===== config.mk =====
export PLATFORM = sky130hd
export DESIGN_NAME = mrp_ctrl
export DESIGN_NICKNAME = d
export VERILOG_FILES = /design/src/mrp_pkg.sv /design/src/mrp_ctrl.sv
export SDC_FILE = /design/constraint.sdc
export NUM_CORES = 1
export LEC_CHECK = 0
export ABC_CLOCK_PERIOD_IN_PS = 17500
export BUFFER_PORTS_ARGS = -buffer_cell sky130_fd_sc_hd__buf_2
export CAP_MARGIN = 20
export CORE_MARGIN = 3
export CORE_UTILIZATION = 30
export DETAILED_ROUTE_END_ITERATION = 12
export MAX_ROUTING_LAYER = met4
export SYNTH_ARGS = -nofsm -noshare
export SYNTH_HDL_FRONTEND = slang
export SYNTH_SLANG_ARGS = --single-unit
export TNS_END_PERCENT = 10

===== constraint.sdc =====
create_clock -name i_clk -period 17.5 [get_ports i_clk]
set_input_delay 1.75 -clock i_clk [delete_from_list [all_inputs] [get_ports i_clk]]
set_output_delay 1.75 -clock i_clk [all_outputs]
set_load 0.05 [all_outputs]

===== src/mrp_pkg.sv =====
`timescale 1ns / 1ps
// ----------------------------------------------------------------------------
// MRP registrar table package
// Shared types and constants for the registrar table and its sweep engine.
// ----------------------------------------------------------------------------
package mrp_pkg;

    localparam int ENTRIES_DEF = 256;

    localparam logic [1:0] CMD_EVENT    = 2'd0;
    localparam logic [1:0] CMD_LEAVEALL = 2'd1;
    localparam logic [1:0] CMD_TICK     = 2'd2;
    localparam logic [1:0] CMD_UNUSED   = 2'd3;

    localparam logic [1:0] ST_MT = 2'd0;
    localparam logic [1:0] ST_IN = 2'd1;
    localparam logic [1:0] ST_LV = 2'd2;

    localparam logic [2:0] EV_NEW    = 3'd0;
    localparam logic [2:0] EV_JOININ = 3'd1;
    localparam logic [2:0] EV_JOINMT = 3'd3;
    localparam logic [2:0] EV_LV     = 3'd5;

    localparam logic [9:0] LEAVE_RESET = 10'd1000;

    typedef enum logic [2:0] {
        S_IDLE,
        S_READ,
        S_EVAL,
        S_ALLOC,
        S_DONE
    } t_state;

    // One table entry as stored in the memory.
    typedef struct packed {
        logic [1:0]  protocol;
        logic [3:0]  kind;
        logic [63:0] key;
        logic [47:0] source;
        logic [1:0]  state;
        logic [31:0] timer;
        logic [31:0] events;
    } t_entry;

    // The transaction held while the sweep runs.
    typedef struct packed {
        logic [1:0]  cmd;
        logic [1:0]  protocol;
        logic [3:0]  kind;
        logic [63:0] key;
        logic [47:0] source;
        logic [2:0]  event_code;
        logic [31:0] now;
    } t_req;

    typedef struct packed {
        logic [1:0]  state_after;
        logic [8:0]  changed_count;
        logic [8:0]  leaving_count;
        logic [31:0] entry_events;
        logic        table_full;
    } t_res;

    function automatic logic [8:0] sat_inc(input logic [8:0] v);
        return (v == 9'h1FF) ? v : v + 9'd1;
    endfunction

    function automatic logic [31:0] ev_inc(input logic [31:0] v);
        return (v == 32'hFFFF_FFFF) ? v : v + 32'd1;
    endfunction

endpackage


===== src/mrp_ctrl.sv =====
`timescale 1ns / 1ps
// ----------------------------------------------------------------------------
// MRP registrar sweep controller
// Walks the entry memory at most once per transaction, reading, updating and
// writing back entries, then forms the result.
// ----------------------------------------------------------------------------
module mrp_ctrl #(
    parameter int ENTRIES = mrp_pkg::ENTRIES_DEF,
    parameter int AW      = $clog2(ENTRIES)
) (
    input  logic              i_clk,
    input  logic              i_rst_n,
    input  logic              i_start,
    input  mrp_pkg::t_req     i_req,
    input  logic [9:0]        i_leave,
    input  logic              i_res_taken,
    output logic              o_busy,
    output logic              o_res_valid,
    output mrp_pkg::t_res     o_res,
    output logic [AW-1:0]     o_raddr,
    output logic [AW-1:0]     o_waddr,
    output logic              o_we,
    output mrp_pkg::t_entry   o_wdata,
    input  mrp_pkg::t_entry   i_rdata,
    input  logic              i_rvalid
);

    mrp_pkg::t_state r_st, n_st;
    mrp_pkg::t_req   r_req;
    logic [AW:0]     r_idx, n_idx;      // address being read
    logic [AW-1:0]   r_cur, n_cur;      // address whose data is on i_rdata
    logic            r_hit, n_hit;
    logic            r_free_ok, n_free_ok;
    logic [AW-1:0]   r_free, n_free;
    logic [8:0]      r_lv, n_lv;
    logic [8:0]      r_chg, n_chg;
    mrp_pkg::t_res   r_res, n_res;
    mrp_pkg::t_entry r_new;

    logic            match;
    logic            last;
    mrp_pkg::t_entry upd;
    logic            upd_we;
    logic            upd_chg;
    logic [8:0]      lv_dec, lv_inc;
    logic [31:0]     elapsed;

    assign last    = (r_cur == AW'(ENTRIES - 1));
    assign elapsed = r_req.now - i_rdata.timer;
    assign match   = i_rvalid && (i_rdata.protocol == r_req.protocol)
                     && (i_rdata.key == r_req.key) && (i_rdata.source == r_req.source);
    assign lv_dec  = (r_lv != 9'd0) ? r_lv - 9'd1 : r_lv;

    // Per-entry update for the command being run.
    always_comb begin
        upd     = i_rdata;
        upd_we  = 1'b0;
        upd_chg = 1'b0;
        lv_inc  = r_lv;
        unique case (r_req.cmd)
            mrp_pkg::CMD_LEAVEALL: begin
                if (i_rvalid && i_rdata.protocol == r_req.protocol
                    && i_rdata.kind == r_req.kind && i_rdata.state == mrp_pkg::ST_IN) begin
                    upd.timer  = r_req.now;
                    upd.events = mrp_pkg::ev_inc(i_rdata.events);
                    upd.state  = mrp_pkg::ST_LV;
                    upd_we     = 1'b1;
                    upd_chg    = 1'b1;
                    lv_inc     = r_lv + 9'd1;
                end
            end
            mrp_pkg::CMD_TICK: begin
                if (i_rvalid && i_rdata.state == mrp_pkg::ST_LV
                    && elapsed > {22'd0, i_leave}) begin
                    upd.timer = '0;
                    upd.state = mrp_pkg::ST_MT;
                    upd_we    = 1'b1;
                    upd_chg   = 1'b1;
                    lv_inc    = lv_dec;
                end
            end
            default: begin
            end
        endcase
    end

    // Event applied to a found or freshly allocated entry.
    function automatic mrp_pkg::t_entry apply_ev(input mrp_pkg::t_entry e,
                                                 input mrp_pkg::t_req q);
        mrp_pkg::t_entry r;
        r        = e;
        r.kind   = q.kind;
        r.events = mrp_pkg::ev_inc(e.events);
        if (q.event_code == mrp_pkg::EV_NEW || q.event_code == mrp_pkg::EV_JOININ
            || q.event_code == mrp_pkg::EV_JOINMT) begin
            r.state = mrp_pkg::ST_IN;
            r.timer = '0;
        end else if (q.event_code == mrp_pkg::EV_LV && e.state == mrp_pkg::ST_IN) begin
            r.state = mrp_pkg::ST_LV;
            r.timer = q.now;
        end
        return r;
    endfunction

    mrp_pkg::t_entry ev_upd;
    mrp_pkg::t_entry fresh;
    always_comb begin
        fresh          = '0;
        fresh.protocol = r_req.protocol;
        fresh.key      = r_req.key;
        fresh.source   = r_req.source;
        fresh.state    = mrp_pkg::ST_MT;
        ev_upd         = apply_ev(r_hit ? r_new : fresh, r_req);
    end

    // Next state.
    always_comb begin
        n_st = r_st;
        unique case (r_st)
            mrp_pkg::S_IDLE:  if (i_start) n_st = mrp_pkg::S_READ;
            // A nonzero start index marks a transaction that skips the sweep.
            mrp_pkg::S_READ:  n_st = (r_idx != '0) ? mrp_pkg::S_DONE : mrp_pkg::S_EVAL;
            mrp_pkg::S_EVAL: begin
                if (r_req.cmd == mrp_pkg::CMD_EVENT) begin
                    if (match || last) n_st = mrp_pkg::S_ALLOC;
                end else if (last) begin
                    n_st = mrp_pkg::S_DONE;
                end
            end
            mrp_pkg::S_ALLOC: n_st = mrp_pkg::S_DONE;
            mrp_pkg::S_DONE:  if (i_res_taken) n_st = mrp_pkg::S_IDLE;
            default:          n_st = mrp_pkg::S_IDLE;
        endcase
    end

    // Datapath and outputs.
    always_comb begin
        n_idx     = r_idx;
        n_cur     = r_cur;
        n_hit     = r_hit;
        n_free_ok = r_free_ok;
        n_free    = r_free;
        n_lv      = r_lv;
        n_chg     = r_chg;
        n_res     = r_res;
        o_raddr   = r_idx[AW-1:0];
        o_waddr   = r_cur;
        o_we      = 1'b0;
        o_wdata   = upd;
        unique case (r_st)
            mrp_pkg::S_IDLE: begin
                n_idx     = '0;
                n_cur     = '0;
                n_hit     = 1'b0;
                n_free_ok = 1'b0;
                n_chg     = '0;
                // Tick with nothing leaving and unused commands skip the sweep.
                if (i_start && (i_req.cmd == mrp_pkg::CMD_UNUSED
                                || (i_req.cmd == mrp_pkg::CMD_TICK && r_lv == 9'd0))) begin
                    n_idx = (AW+1)'(ENTRIES);
                end
            end
            mrp_pkg::S_READ: begin
                o_raddr = '0;
                n_idx   = (AW+1)'(1);
                n_cur   = '0;
            end
            mrp_pkg::S_EVAL: begin
                // Write back at the address just read; next read follows.
                if (r_req.cmd == mrp_pkg::CMD_EVENT) begin
                    if (!i_rvalid && !r_free_ok) begin
                        n_free_ok = 1'b1;
                        n_free    = r_cur;
                    end
                    if (match) begin
                        n_hit  = 1'b1;
                        n_free = r_cur;
                    end
                end else begin
                    o_we    = upd_we;
                    o_waddr = r_cur;
                    o_wdata = upd;
                    n_lv    = lv_inc;
                    if (upd_chg) n_chg = mrp_pkg::sat_inc(r_chg);
                end
                n_cur = r_idx[AW-1:0];
                n_idx = r_idx + (AW+1)'(1);
            end
            mrp_pkg::S_ALLOC: begin
                n_res = '0;
                if (r_hit || r_free_ok) begin
                    o_we    = 1'b1;
                    o_waddr = r_free;
                    o_wdata = ev_upd;
                    if (ev_upd.state != (r_hit ? r_new.state : mrp_pkg::ST_MT)) begin
                        n_chg = 9'd1;
                        if (ev_upd.state == mrp_pkg::ST_LV) n_lv = r_lv + 9'd1;
                        else if (r_hit && r_new.state == mrp_pkg::ST_LV) n_lv = lv_dec;
                    end
                    n_res.state_after  = ev_upd.state;
                    n_res.entry_events = ev_upd.events;
                end else begin
                    n_res.table_full = 1'b1;
                end
            end
            default: begin
            end
        endcase
    end

    // Reads run one address ahead of the write-back, so during a sweep the
    // read and write ports never address the same entry in one cycle.
    always_ff @(posedge i_clk) begin
        if (!i_rst_n) begin
            r_st <= mrp_pkg::S_IDLE;
            r_lv <= '0;
        end else begin
            r_st <= n_st;
            r_lv <= n_lv;
        end
    end

    always_ff @(posedge i_clk) begin
        if (r_st == mrp_pkg::S_IDLE && i_start) r_req <= i_req;
        r_idx     <= n_idx;
        r_cur     <= n_cur;
        r_hit     <= n_hit;
        r_free_ok <= n_free_ok;
        r_free    <= n_free;
        r_chg     <= n_chg;
        r_res     <= n_res;
        if (r_st == mrp_pkg::S_EVAL && match && !r_hit) r_new <= i_rdata;
    end

    always_comb begin
        o_busy      = (r_st != mrp_pkg::S_IDLE);
        o_res_valid = (r_st == mrp_pkg::S_DONE);
        o_res       = r_res;
        if (r_req.cmd != mrp_pkg::CMD_EVENT) begin
            o_res               = '0;
            o_res.changed_count = r_chg;
        end
        o_res.leaving_count = r_lv;
        if (r_req.cmd == mrp_pkg::CMD_EVENT) o_res.changed_count = r_res.table_full ? 9'd0
                                                                   : r_chg;
    end

endmodule


**Word-level counts from Yosys, hierarchy flattened**

Index checks and enable logic that the tools add are counted.

- Register bits after elaboration: 422
- Output and inout port bits: 256

- Multiplexer cells: 59
- $add $sub $neg: 7
- Equality and inequality tests: 41
- $lt $le $gt $ge: 1
- Reductions and logical operators: 44

Operators with widths:

| kind | count |
|---|---|
| two-way mux 184 bit | 3 |
| two-way mux 9 bit | 16 |
| two-way mux 34 bit | 3 |
| two-way mux 32 bit | 3 |
| case mux 34 bit (2 select lines) | 1 |
| two-way mux 66 bit | 1 |
| adder 32 x 1 -> 32 bit, second input constant | 2 |
| == test 32 bit, second input constant | 2 |
| == test 64 bit | 1 |
| case mux 9 bit (3 select lines) | 2 |
| two-way mux 53 bit | 1 |
| == test 48 bit | 1 |
| two-way mux 8 bit | 5 |
| case mux 9 bit (2 select lines) | 2 |
| > comparator 32 x 10 -> 1 bit | 1 |
| subtractor 32 bit | 1 |
| adder 9 x 1 -> 9 bit, second input constant | 3 |
| two-way mux 3 bit | 6 |
| != test 2 bit, second input constant | 9 |
| nonzero test 9 bit | 2 |
| case mux 8 bit (2 select lines) | 1 |
| logical AND 1 bit | 15 |
| case mux 3 bit (5 select lines) | 1 |
| == test 2 bit, second input constant | 6 |
| 29 further kinds | 64 |

**Depth between registers and ports, before layout**

Gate-level depths: netlist (run 1).

- Word-level depth: 10
- Gate-level depth with buffers: 18
- Gate-level depth less buffers: 17

**Worst setup path after synthesis (run 1)**

No wires, ideal clock.

- Path type: input -> register
- From: in i_rdata[162] in the netlist's numbering
- To: reg r_new[0] in the netlist's numbering, enable pin
- Path buffers: 0
- Required time: 16560 ps
- Library setup time: 940 ps
- Stages: 7
- Path slack: 1634 ps
- Arrival time: 14926 ps
- Cells stage by stage: a22o_1 -> a211o_1 -> nor4_1 -> nand2_1 -> nor3_1 -> nand2_1 -> nor3_1

- Word-level cells in the longest chain between the ends: 5

Ends and longest elaborated chain:

| item | line | RTL |
|---|---|---|
| start: declaration | mrp_ctrl.sv:24 | `input mrp_pkg::t_entry i_rdata,` |
| == test 64 bit | mrp_ctrl.sv:51 | `&& (i_rdata.key == r_req.key) && (i_rdata.source == r_req.source);` |
| logical AND 1 bit (2 in a row) | mrp_ctrl.sv:51 |  |
| logical AND 1 bit (2 in a row) | mrp_ctrl.sv:232 | `if (r_st == mrp_pkg::S_EVAL && match && !r_hit) r_new <= i_rdata;` |
| end signal: assignment | mrp_ctrl.sv:232 |  |
| end: declaration | mrp_ctrl.sv:38 | `mrp_pkg::t_entry r_new;` |

No other way between the ends.
A chain may end at the register's enable or synchronous reset.

==> run_results.csv, run 1 <==
group,metric,value,unit
run_status,status,"complete, no violations",
global_routing,antenna_found_initial,32,
floorplanning,die_x,281,um
finish,stdcell_count,3671,
clock_network,cts_resized,0,
route,routed_wl,80200,um
route,drt-initial-drc-count,1360,
global_routing,grt_remaining_overflow,0,
route,via_count,18300,
finish,drive_gt1_frac,0.287,
place,place.gp.congestion,0.937,
route,drc,0,
floorplanning,num_rows,100,
synth,synth_warnings,0,
finish,stdcell_area,28500,um^2
power,ir_worst_vdd,95.1,uV
power,p_leak,11.3,nW
hold_path,hp-class,"reg2reg",
clock_network,clock_path_buffers,3,
synth,netlist_instances,2033,
synth,yosysSeqAreaShare,0.547,
place,dpl.hpwl,62400,um
route,drtPass1Iterations,5,
route,wl_per_cell,21.9,um
floorplanning,die_h,281,um
clock_network,clock_latency,0.60,ns
synth,synthTopCellsByCount,"edfxtp_1 (406), nand2_1 (270), o21ai_0 (170), xnor2_1 (138), mux2i_1 (119)",
global_routing,grt_util_all_layers,0.201,
setup_path,cp_max_fo,32,
clock_network,clockRootBuffer,"clkbuf_16",
clock_network,cts.clk_slew.worst_paths,0.06,ns
global_routing,grt_max_degree,105,
place,place_inst,3549,
finish,area_growth,25.2,%
setup_path,cp.required,15.75,ns
place,portBuffers,609,
setup_path,cp_slowest_cell,"fa_1",
synth,syn_nets,2440,
sta,relSlewSlack,0.308,
synth,synth_edf_count,406,
synth,synth.most_common_cell,"edfxtp_1",
power,total_power,3.81,mW
setup_path,max_stage_delay,0.43,ns
route,ant_nets,0,
global_routing,grt_pass1_vias,17800,
setup_path,critPathLaunchType,"input pin",
floorplanning,die-area,79100,um^2
sta,timing.final.crit_share,0.447,
clock_network,hold_buffers,0,
setup_path,cp-end-kind,"output port",
sta,fmax,128,MHz
floorplanning,ios,610,
setup_path,path_cells,"buf_2, ha_1, fa_1, nand2b_1, a21oi_1, o21ai_0, xnor2_1, ha_1, nand4_1, o32ai_1, o22ai_1, a2111oi_0, and4_1, and3_4, o311ai_4, buf_4, o21ai_2, buf_2",
sta,clock-skew-final,0.0221,ns
global_routing,grt_pass1_wl,115000,um
floorplanning,start_util,0.304,
sta,setup_violations,0,
sta,finalHoldViolCount,0,
synth,synth_cell_types,71,
synth,async_flop_share,0,
finish,fin_nets,3038,
setup_path,critical-path-top-delay-family,"compound AO/OA/AOI/OAI gates",
sta,drv_slew,0,
clock_network,cts-buffers-inserted,49,
place,dpl_cell_area,26800,um^2
route,viasPerCell,4.98,
setup_path,critPathArrivalTime,6.08,ns
setup_path,path_buf_inv,3,
synth,synth.avg_cell_area,11.2,um^2
clock_network,postCtsSetupRepairBufs,0,
clock_network,cts_tree,"built",
clock_network,cts.sinks,418,
synth,synth_ff_type,"edfxtp_1",
floorplanning,coreArea,74700,um^2
setup_path,critPathKind,"in2out",
sta,rsz0062_at_grt,"false",
power,powerDensity,134,nW/um^2
sta,finalSetupTns,0,ns
run,maxCapViolations,0,
synth,yosysTopAreaCellShare,0.537,
synth,netlist_top_cells_area,"edfxtp_1 (54%), xnor2_1 (5.3%), mux2i_1 (5.2%), nand2_1 (4.5%), o21ai_0 (3.7%)",
sta,worst_pin_slew,1.03,ns
synth,synth_area,22700,um^2
synth,yosys.area.top_type,"edfxtp_1",
sta,finalCriticalPeriod,7.83,ns
synth,ys_ff_latch,418,
clock_network,cts_htree_levels,2,
layer usage:
layer / vias up / GRT usage / part of all wire
met4: 0 / 0.0623 / 0.022
met5: - / - / 0
met1: 8777 / 0.247 / 0.41
met3: 113 / 0.0532 / 0.083
met2: 656 / 0.323 / 0.48
li1: 8739 / - / -
state kept, by name (all words and copies together) (netlist names):
register and count:
r_new 180, r_st 3, r_hit 1, ev_upd 4, r_req 37, r_lv 9
r_chg 9, fresh 114, r_res 35, r_free_ok 1, r_free 8, r_idx 9
r_cur 8
area by class of cell:
type / instances / area (um^2)
Antenna cell: 30 / 75.1
Clock inverter: 31 / 259
Multi-Input combinational cell: 1452 / 9660
Fill cell: 7448 / 46200
Timing Repair Buffer: 634 / 3240
Tap cell: 969 / 1210
Inverter: 76 / 285
Clock buffer: 61 / 1290
Sequential cell: 418 / 12400
cells by family after synthesis:
logic type	Yosys count	synth area share
buffers and inverters	163	0.0292
flip-flops	418	0.547
adder cells (fa/ha/maj)	53	0.0295
XOR/XNOR	205	0.0790
AND/OR/NAND/NOR	656	0.143
AO/OA/AOI/OAI	417	0.119
multiplexers	121	0.0534
per-stage QoR:
step	setup slack (ns)	hold slack, ns	utilization
after floorplan	1.63	0.449	-
after global placement	9.77	0.465	0.359
after detailed placement	9.67	0.462	0.359
after CTS	9.64	0.476	0.380
after global routing	9.34	0.492	0.381
final	9.67	0.479	0.381
final timing paths:
path,startpoint,to,slack [ns],cells past startpoint
setup / recovery,i_rdata[32],o_wdata[36],9.67,18
hold reg to reg,r_cur[2],r_free[2],0.48,0
setup reg to reg,fresh[105],r_new[143],12.65,9
hold / removal,r_cur[2],r_free[2],0.48,0
power by group:
group / internal [mW] / total, mW / switching, mW
Sequential: 1.30 / 1.41 / 0.110
Clock: 0.559 / 0.997 / 0.438
Combinational: 0.425 / 1.40 / 0.979
Total: 2.28 / 3.81 / 1.53
cell usage in the layout, fill, tap and decap left out, types with 9 or more instances in the layout:
master	count
buf_2	609
edfxtp_1	406
nand2_1	270
o21ai_0	169
xnor2_1	138
mux2i_1	119
inv_1	75
nor2_1	69
and2_1	69
xor2_1	67
nand4_1	60
a21oi_1	54
ha_1	52
clkbuf_16	50
nand3_1	46
a22oi_1	33
and3_1	31
o21ai_2	31
diode_2	30
buf_4	25
nor4_1	18
nor2b_1	17
a22o_1	17
or3_1	15
nor3_1	15
nand2b_1	14
clkinv_2	14
dfxtp_1	12
clkbuf_1	11
a211oi_1	10
o21a_1	9
worst reg2reg max path: cells and delay by family, from the launching register on:
| family | cells | cell delay [ns] |
|---|---|---|
| flip-flops | 1 | 0.40 |
| AND/OR/NAND/NOR | 6 | 2.13 |
| XOR/XNOR | 1 | 0.59 |
| buffers and inverters | 2 | 1.29 |
No activity file was read; power rests on OpenSTA's default activity.
==> run 2, diff against run 1 <==
--- a/config.mk
+++ b/config.mk
@@ -5,7 +5,7 @@
 export SDC_FILE = /design/constraint.sdc
 export NUM_CORES = 1
 export LEC_CHECK = 0
-export ABC_CLOCK_PERIOD_IN_PS = 17500
+export ABC_CLOCK_PERIOD_IN_PS = 6950
 export BUFFER_PORTS_ARGS = -buffer_cell sky130_fd_sc_hd__buf_2
 export CAP_MARGIN = 20
 export CORE_MARGIN = 3
==> constraint.sdc (replaced) <==
create_clock -name i_clk -period 6.95 [get_ports i_clk]
set_input_delay 0.695 -clock i_clk [delete_from_list [all_inputs] [get_ports i_clk]]
set_output_delay 0.695 -clock i_clk [all_outputs]
set_load 0.05 [all_outputs]
==> run 2 against run 1 <==
Net effect:
- sequential power rose to 2.5 times the previous value
- routed wire length down 2.7%
- sequential share of layout area rose by 0.18 points
- clock skew increased by 0.0065 ns
- non-clock buffer count shrank 2
- first-iteration DRC count fell by 7.1%
- highest routed layer unchanged
==> run_results.csv, run 2 (synthesized netlist as in run 1, its figures left out) <==
group,metric,value,unit
run_status,status,"complete, no violations",
global_routing,grt_util_all_layers,0.195,
route,ant_nets,0,
finish,largest_reg_flops,180,
sta,setup_violations,0,
sta,clock-skew-final,0.0286,ns
setup_path,crit_start,"r_req[0]",
finish,stdcell_count,3655,
power,powerDensity,334,nW/um^2
finish,top_register,"r_new",
setup_path,endpoint,"o_wdata[35]",
finish,final_common_cell,"buf_2",
clock_network,cts_htree_levels,2,
setup_path,cp.required,6.25,ns
sta,relSlewSlack,0.266,
run,maxCapViolations,0,
hold_path,hp-class,"in2reg",
route,routed_wl,78100,um
setup_path,critPathLaunchType,"register",
setup_path,r2r_setup_slack,2.60,ns
setup_path,critical-path-top-delay-family,"compound AO/OA/AOI/OAI gates",
clock_network,postCtsSetupRepairBufs,0,
place,place.gp.congestion,0.930,
finish,stdcell_area,28300,um^2
clock_network,cts-buffers-inserted,49,
floorplanning,die_x,281,um
route,drt-initial-drc-count,1264,
finish,drive_gt1_frac,0.284,
floorplanning,ios,610,
place,dpl_cell_area,26800,um^2
power,internal-power,5.66,mW
setup_path,critPathArrivalTime,5.20,ns
power,switchingPower,3.79,mW
sta,finalCriticalPeriod,5.90,ns
power,comb_power_share,0.371,
setup_path,path_cells,"inv_1, ha_1, fa_1, nand2b_1, a21oi_1, o21ai_0, xnor2_1, ha_1, nand4_1, o32ai_1, o22ai_1, a2111oi_0, and4_1, and3_4, o311ai_4, buf_4, o21ai_2, buf_2",
place,place_inst,3547,
route,viasPerCell,4.95,
floorplanning,coreArea,74700,um^2
route,via_count,18100,
floorplanning,num_rows,100,
setup_path,crit_cells,18,
setup_path,cp_max_fo,32,
sta,finalHoldViolCount,0,
route,wl_per_cell,21.4,um
sta,fmax,170,MHz
global_routing,antenna_found_initial,23,
power,seq_power_share,0.377,
global_routing,grt_pass1_vias,17500,
place,portBuffers,609,
power,ir_worst_vdd,221,uV
finish,area_growth,24.7,%
setup_path,critPathKind,"reg2out",
setup_path,r2r-start,"r_req[0]",
global_routing,grt_remaining_overflow,0,
clock_network,cts.sinks,418,
setup_path,reg2reg_to,"r_chg[7]",
setup_path,path_buf_inv,3,
clock_network,clock_latency,0.59,ns
setup_path,max_stage_delay,0.41,ns
sta,finalSetupTns,0,ns
setup_path,r2r_cells,17,
sta,timing.final.crit_share,0.848,
sta,drv_slew,0,
place,dpl.hpwl,60700,um
clock_network,cts.clk_slew.worst_paths,0.06,ns
clock_network,clockRootBuffer,"clkbuf_16",
clock_network,cts_resized,0,
power,clockPowerShare,0.253,
finish,regArea,12400,um^2
setup_path,cp_slowest_cell,"fa_1",
finish,fin_nets,3036,
setup_path,cp_common_cell,"ha_1",
sta,rsz0062_at_grt,"false",
finish,multi_input_area,9670,um^2
route,drc,0,
floorplanning,die_h,281,um
sta,worst_pin_slew,1.09,ns
setup_path,cp-end-kind,"output port",
finish,final_cell_mix,"buf_2 (609), edfxtp_1 (406), nand2_1 (270)",
floorplanning,start_util,0.304,
clock_network,cts_tree,"built",
power,p_leak,11.3,nW
clock_network,clock_path_buffers,3,
global_routing,grt_max_degree,100,
power,swShare,0.401,
clock_network,hold_buffers,0,
global_routing,grt_pass1_wl,112000,um
finish,fill_cells,7444,
route,drtPass1Iterations,6,
floorplanning,die-area,79100,um^2
[run 2: worst min path at each step]
stage | from | endpoint | cells after the start
final | i_req[126] | fresh[157] | 1
after global routing | i_req[64] | fresh[95] | 1
after CTS | i_req[64] | fresh[95] | 1
after detailed placement | r_cur[4] | r_free[4] | 0
after global placement | r_cur[4] | r_free[4] | 0
after floorplan | r_cur[2] | r_free[2] | 0
[run 2: power groups by stage]
stage	sequential, mW	combinational [mW]	clock [mW]
after floorplan	3.57	2.56	0
after global placement	3.60	3.51	0
after detailed placement	3.61	3.52	0
after CTS	3.56	3.53	2.47
after global routing	3.60	3.77	2.56
final	3.56	3.50	2.39
[run 2: metrics by stage]
stage	total power, mW	hold WS (ns)	setup slack [ns]	util
finish	9.45	0.273	1.05	0.379
global route	9.93	0.230	0.636	0.379
CTS	9.55	0.218	0.998	0.379
detailed placement	7.12	0.464	1.22	0.359
global placement	7.10	0.463	1.30	0.359
floorplan	6.13	0.449	-1.33	-
[run 2: final cells by class]
cell class	count	area share
clock buffers	61	0.0449
diodes	22	0.00194
inverters	76	0.0101
flip-flops and latches	418	0.439
clock inverters	25	0.00592
multi-input cells	1452	0.341
repair buffers	632	0.115
well taps	969	0.0428
[run 2: worst reg2reg max path, cell delays in order (launching register included)]
cell       delay (ns)
edfxtp_1         0.34
inv_1            0.04
ha_1             0.22
fa_1             0.41
nand2b_1         0.19
a21oi_1          0.38
o21ai_0          0.25
xnor2_1          0.18
ha_1             0.31
nand4_1          0.09
o32ai_1          0.24
o22ai_1          0.14
a2111oi_0        0.29
and4_1           0.30
and3_4           0.25
o31a_1           0.19
o31ai_1          0.09
buf_4            0.18
[run 2: layer usage]
| layer | global-route usage | wire length, um | up-vias |
|---|---|---|---|
| li1 | - | - | 8704 |
| met2 | 0.323 | 37900 | 615 |
| met3 | 0.0490 | 5750 | 108 |
| met5 | - | 0 | - |
| met4 | 0.0530 | 1730 | 0 |
| met1 | 0.237 | 32700 | 8652 |
==> run 3, diff against run 2 <==
--- a/config.mk
+++ b/config.mk
@@ -5,7 +5,7 @@
 export SDC_FILE = /design/constraint.sdc
 export NUM_CORES = 1
 export LEC_CHECK = 0
-export ABC_CLOCK_PERIOD_IN_PS = 6950
+export ABC_CLOCK_PERIOD_IN_PS = 5020
 export BUFFER_PORTS_ARGS = -buffer_cell sky130_fd_sc_hd__buf_2
 export CAP_MARGIN = 20
 export CORE_MARGIN = 3
==> constraint.sdc (replaced) <==
create_clock -name i_clk -period 5.02 [get_ports i_clk]
set_input_delay 0.502 -clock i_clk [delete_from_list [all_inputs] [get_ports i_clk]]
set_output_delay 0.502 -clock i_clk [all_outputs]
set_load 0.05 [all_outputs]
==> run 3 against run 2 <==
Net effect:
- the run now ends with setup timing left
- clock-buffer cell count is 4 higher
- register-to-register slack worse by 1.8 ns
- clock skew is 0.0089 ns higher
- sequential power rose by 38%
- clock power up 54%
- routed wire length is 2.2% higher
- die area stayed put
- power increased by 47%
- utilization is 1.4 points higher
- critical path depth did not move
==> run_results.csv, run 3 (synthesized netlist as in run 1, its figures left out) <==
group,metric,value,unit
run_status,status,"complete, but fails checks",
run_status,violations,"setup timing",
place,dpl.hpwl,61000,um
run,maxCapViolations,0,
setup_path,critPathLaunchType,"register",
clock_network,cts_tree,"built",
route,drtPass1Iterations,7,
clock_network,hold_buffers,0,
floorplanning,die_x,281,um
global_routing,grt_pass1_wl,114000,um
floorplanning,die_h,281,um
sta,rsz0062_at_grt,"true",
floorplanning,num_rows,100,
floorplanning,ios,610,
route,wl_per_cell,21.7,um
finish,top_register,"r_new",
finish,drive_gt1_frac,0.303,
floorplanning,die-area,79100,um^2
sta,finalCriticalPeriod,5.04,ns
clock_network,cts_htree_levels,2,
power,total_power,13.9,mW
global_routing,grt_util_all_layers,0.198,
finish,fin_nets,3071,
finish,utilization,0.393,
clock_network,clockRootBuffer,"clkbuf_16",
place,portBuffers,609,
finish,largest_reg_flops,180,
sta,setup_ws,-0.0225,ns
finish,stdcell_count,3683,
place,dp_slack,-0.146,ns
sta,relSlewSlack,0.353,
clock_network,cts-buffers-inserted,49,
global_routing,grt_remaining_overflow,0,
sta,finalHoldViolCount,0,
clock_network,clock_latency,0.60,ns
clock_network,cts.clk_slew.worst_paths,0.06,ns
power,ir_worst_vdd,319,uV
sta,timing.final.crit_share,1.00,
place,place_inst,3564,
route,viasPerCell,4.98,
floorplanning,coreArea,74700,um^2
route,ant_nets,0,
sta,drv_slew,0,
setup_path,critPathKind,"reg2out",
route,via_count,18400,
clock_network,cts.sinks,418,
sta,worst_pin_slew,0.971,ns
power,powerDensity,473,nW/um^2
sta,finalSetupTns,-0.115,ns
global_routing,antenna_found_initial,19,
sta,fmax,198,MHz
setup_path,r2r_cells,18,
setup_path,critPathArrivalTime,4.54,ns
floorplanning,start_util,0.304,
setup_path,cp-end-kind,"output port",
finish,final_common_cell,"buf_2",
setup_path,cp_max_fo,3,
setup_path,cp.required,4.52,ns
sta,clock-skew-final,0.0375,ns
global_routing,grt_max_degree,149,
route,drc,0,
power,p_leak,11.7,nW
clock_network,clock_path_buffers,3,
hold_path,hp-class,"in2reg",
route,drt-initial-drc-count,1426,
route,routed_wl,79800,um
place,place.gp.congestion,0.875,
global_routing,grt_pass1_vias,18000,
sta,setup_violations,14,
hold_path,holdPathStages,1,
finish,final_cell_mix,"buf_2 (575), edfxtp_1 (406), nand2_1 (270)",
finish,area_growth,29.3,%
## run 3: cell count changes in the layout (fill, tap and decap cells not counted), moves of 7 or more
cell / change
o21ai_2: -9
buf_6: +33
o21ai_0: -7
o21ai_4: +14
buf_12: +11
buf_2: -34
buf_4: +23
clkinv_1: -7
## run 3: critical path, cell delays in order, from the launching register on
cell	delay [ns]
edfxtp_1	0.36
inv_2	0.05
ha_4	0.15
fa_2	0.34
nand2b_4	0.17
a21oi_4	0.19
o21ai_2	0.10
xnor2_1	0.14
ha_2	0.34
nand4_1	0.10
o32ai_2	0.28
o22ai_1	0.14
a2111oi_2	0.23
and4_1	0.27
and3_4	0.24
buf_12	0.12
o21ai_0	0.08
a41oi_1	0.38
buf_4	0.27
## run 3: layout make-up
| class | count | area, um^2 |
|---|---|---|
| Antenna cell | 16 | 40.0 |
| Fill cell | 7265 | 45300 |
| Inverter | 76 | 285 |
| Timing Repair Buffer | 667 | 3890 |
| Multi-Input combinational cell | 1452 | 9910 |
| Sequential cell | 418 | 12400 |
| Clock inverter | 20 | 322 |
| Tap cell | 969 | 1210 |
| Clock buffer | 65 | 1300 |
## run 3: path summary, 6_finish.rpt
path | startpoint | to | slack [ns]
setup / recovery | r_req[0] | o_wdata[65] | -0.02
hold / removal | i_req[118] | fresh[149] | 0.07
setup reg to reg | r_req[0] | r_lv[6] | 0.84
hold reg to reg | r_cur[5] | r_free[5] | 0.49
## run 3: timing repair
item / CTS / global route
gates cloned: 2 / 0
gates resized for setup: 98 / 23
pin swaps: 19 / 20
setup buffers: 11 / 5
endpoints found under the setup margin: 34 / 34
## run 3: metal layers
layer	up-vias	part of all wire	global-route usage
li1	8761	-	-
met1	8857	0.43	0.260
met2	642	0.48	0.314
met3	97	0.065	0.0368
met4	0	0.022	0.0516
met5	-	0	-
## run 3: metrics by stage
| step | hold WS (ns) | instance area, um^2 |
|---|---|---|
| after global routing | 0.0408 | 29400 |
| final | 0.0715 | 29400 |
| after CTS | 0.0338 | 29200 |
| after floorplan | 0.449 | 22700 |
| after detailed placement | 0.468 | 27100 |
| after global placement | 0.465 | 27100 |
## run 3: where the power goes
group	internal, mW	switching (mW)
Clock	2.18	1.49
Sequential	4.52	0.382
Combinational	1.79	3.55
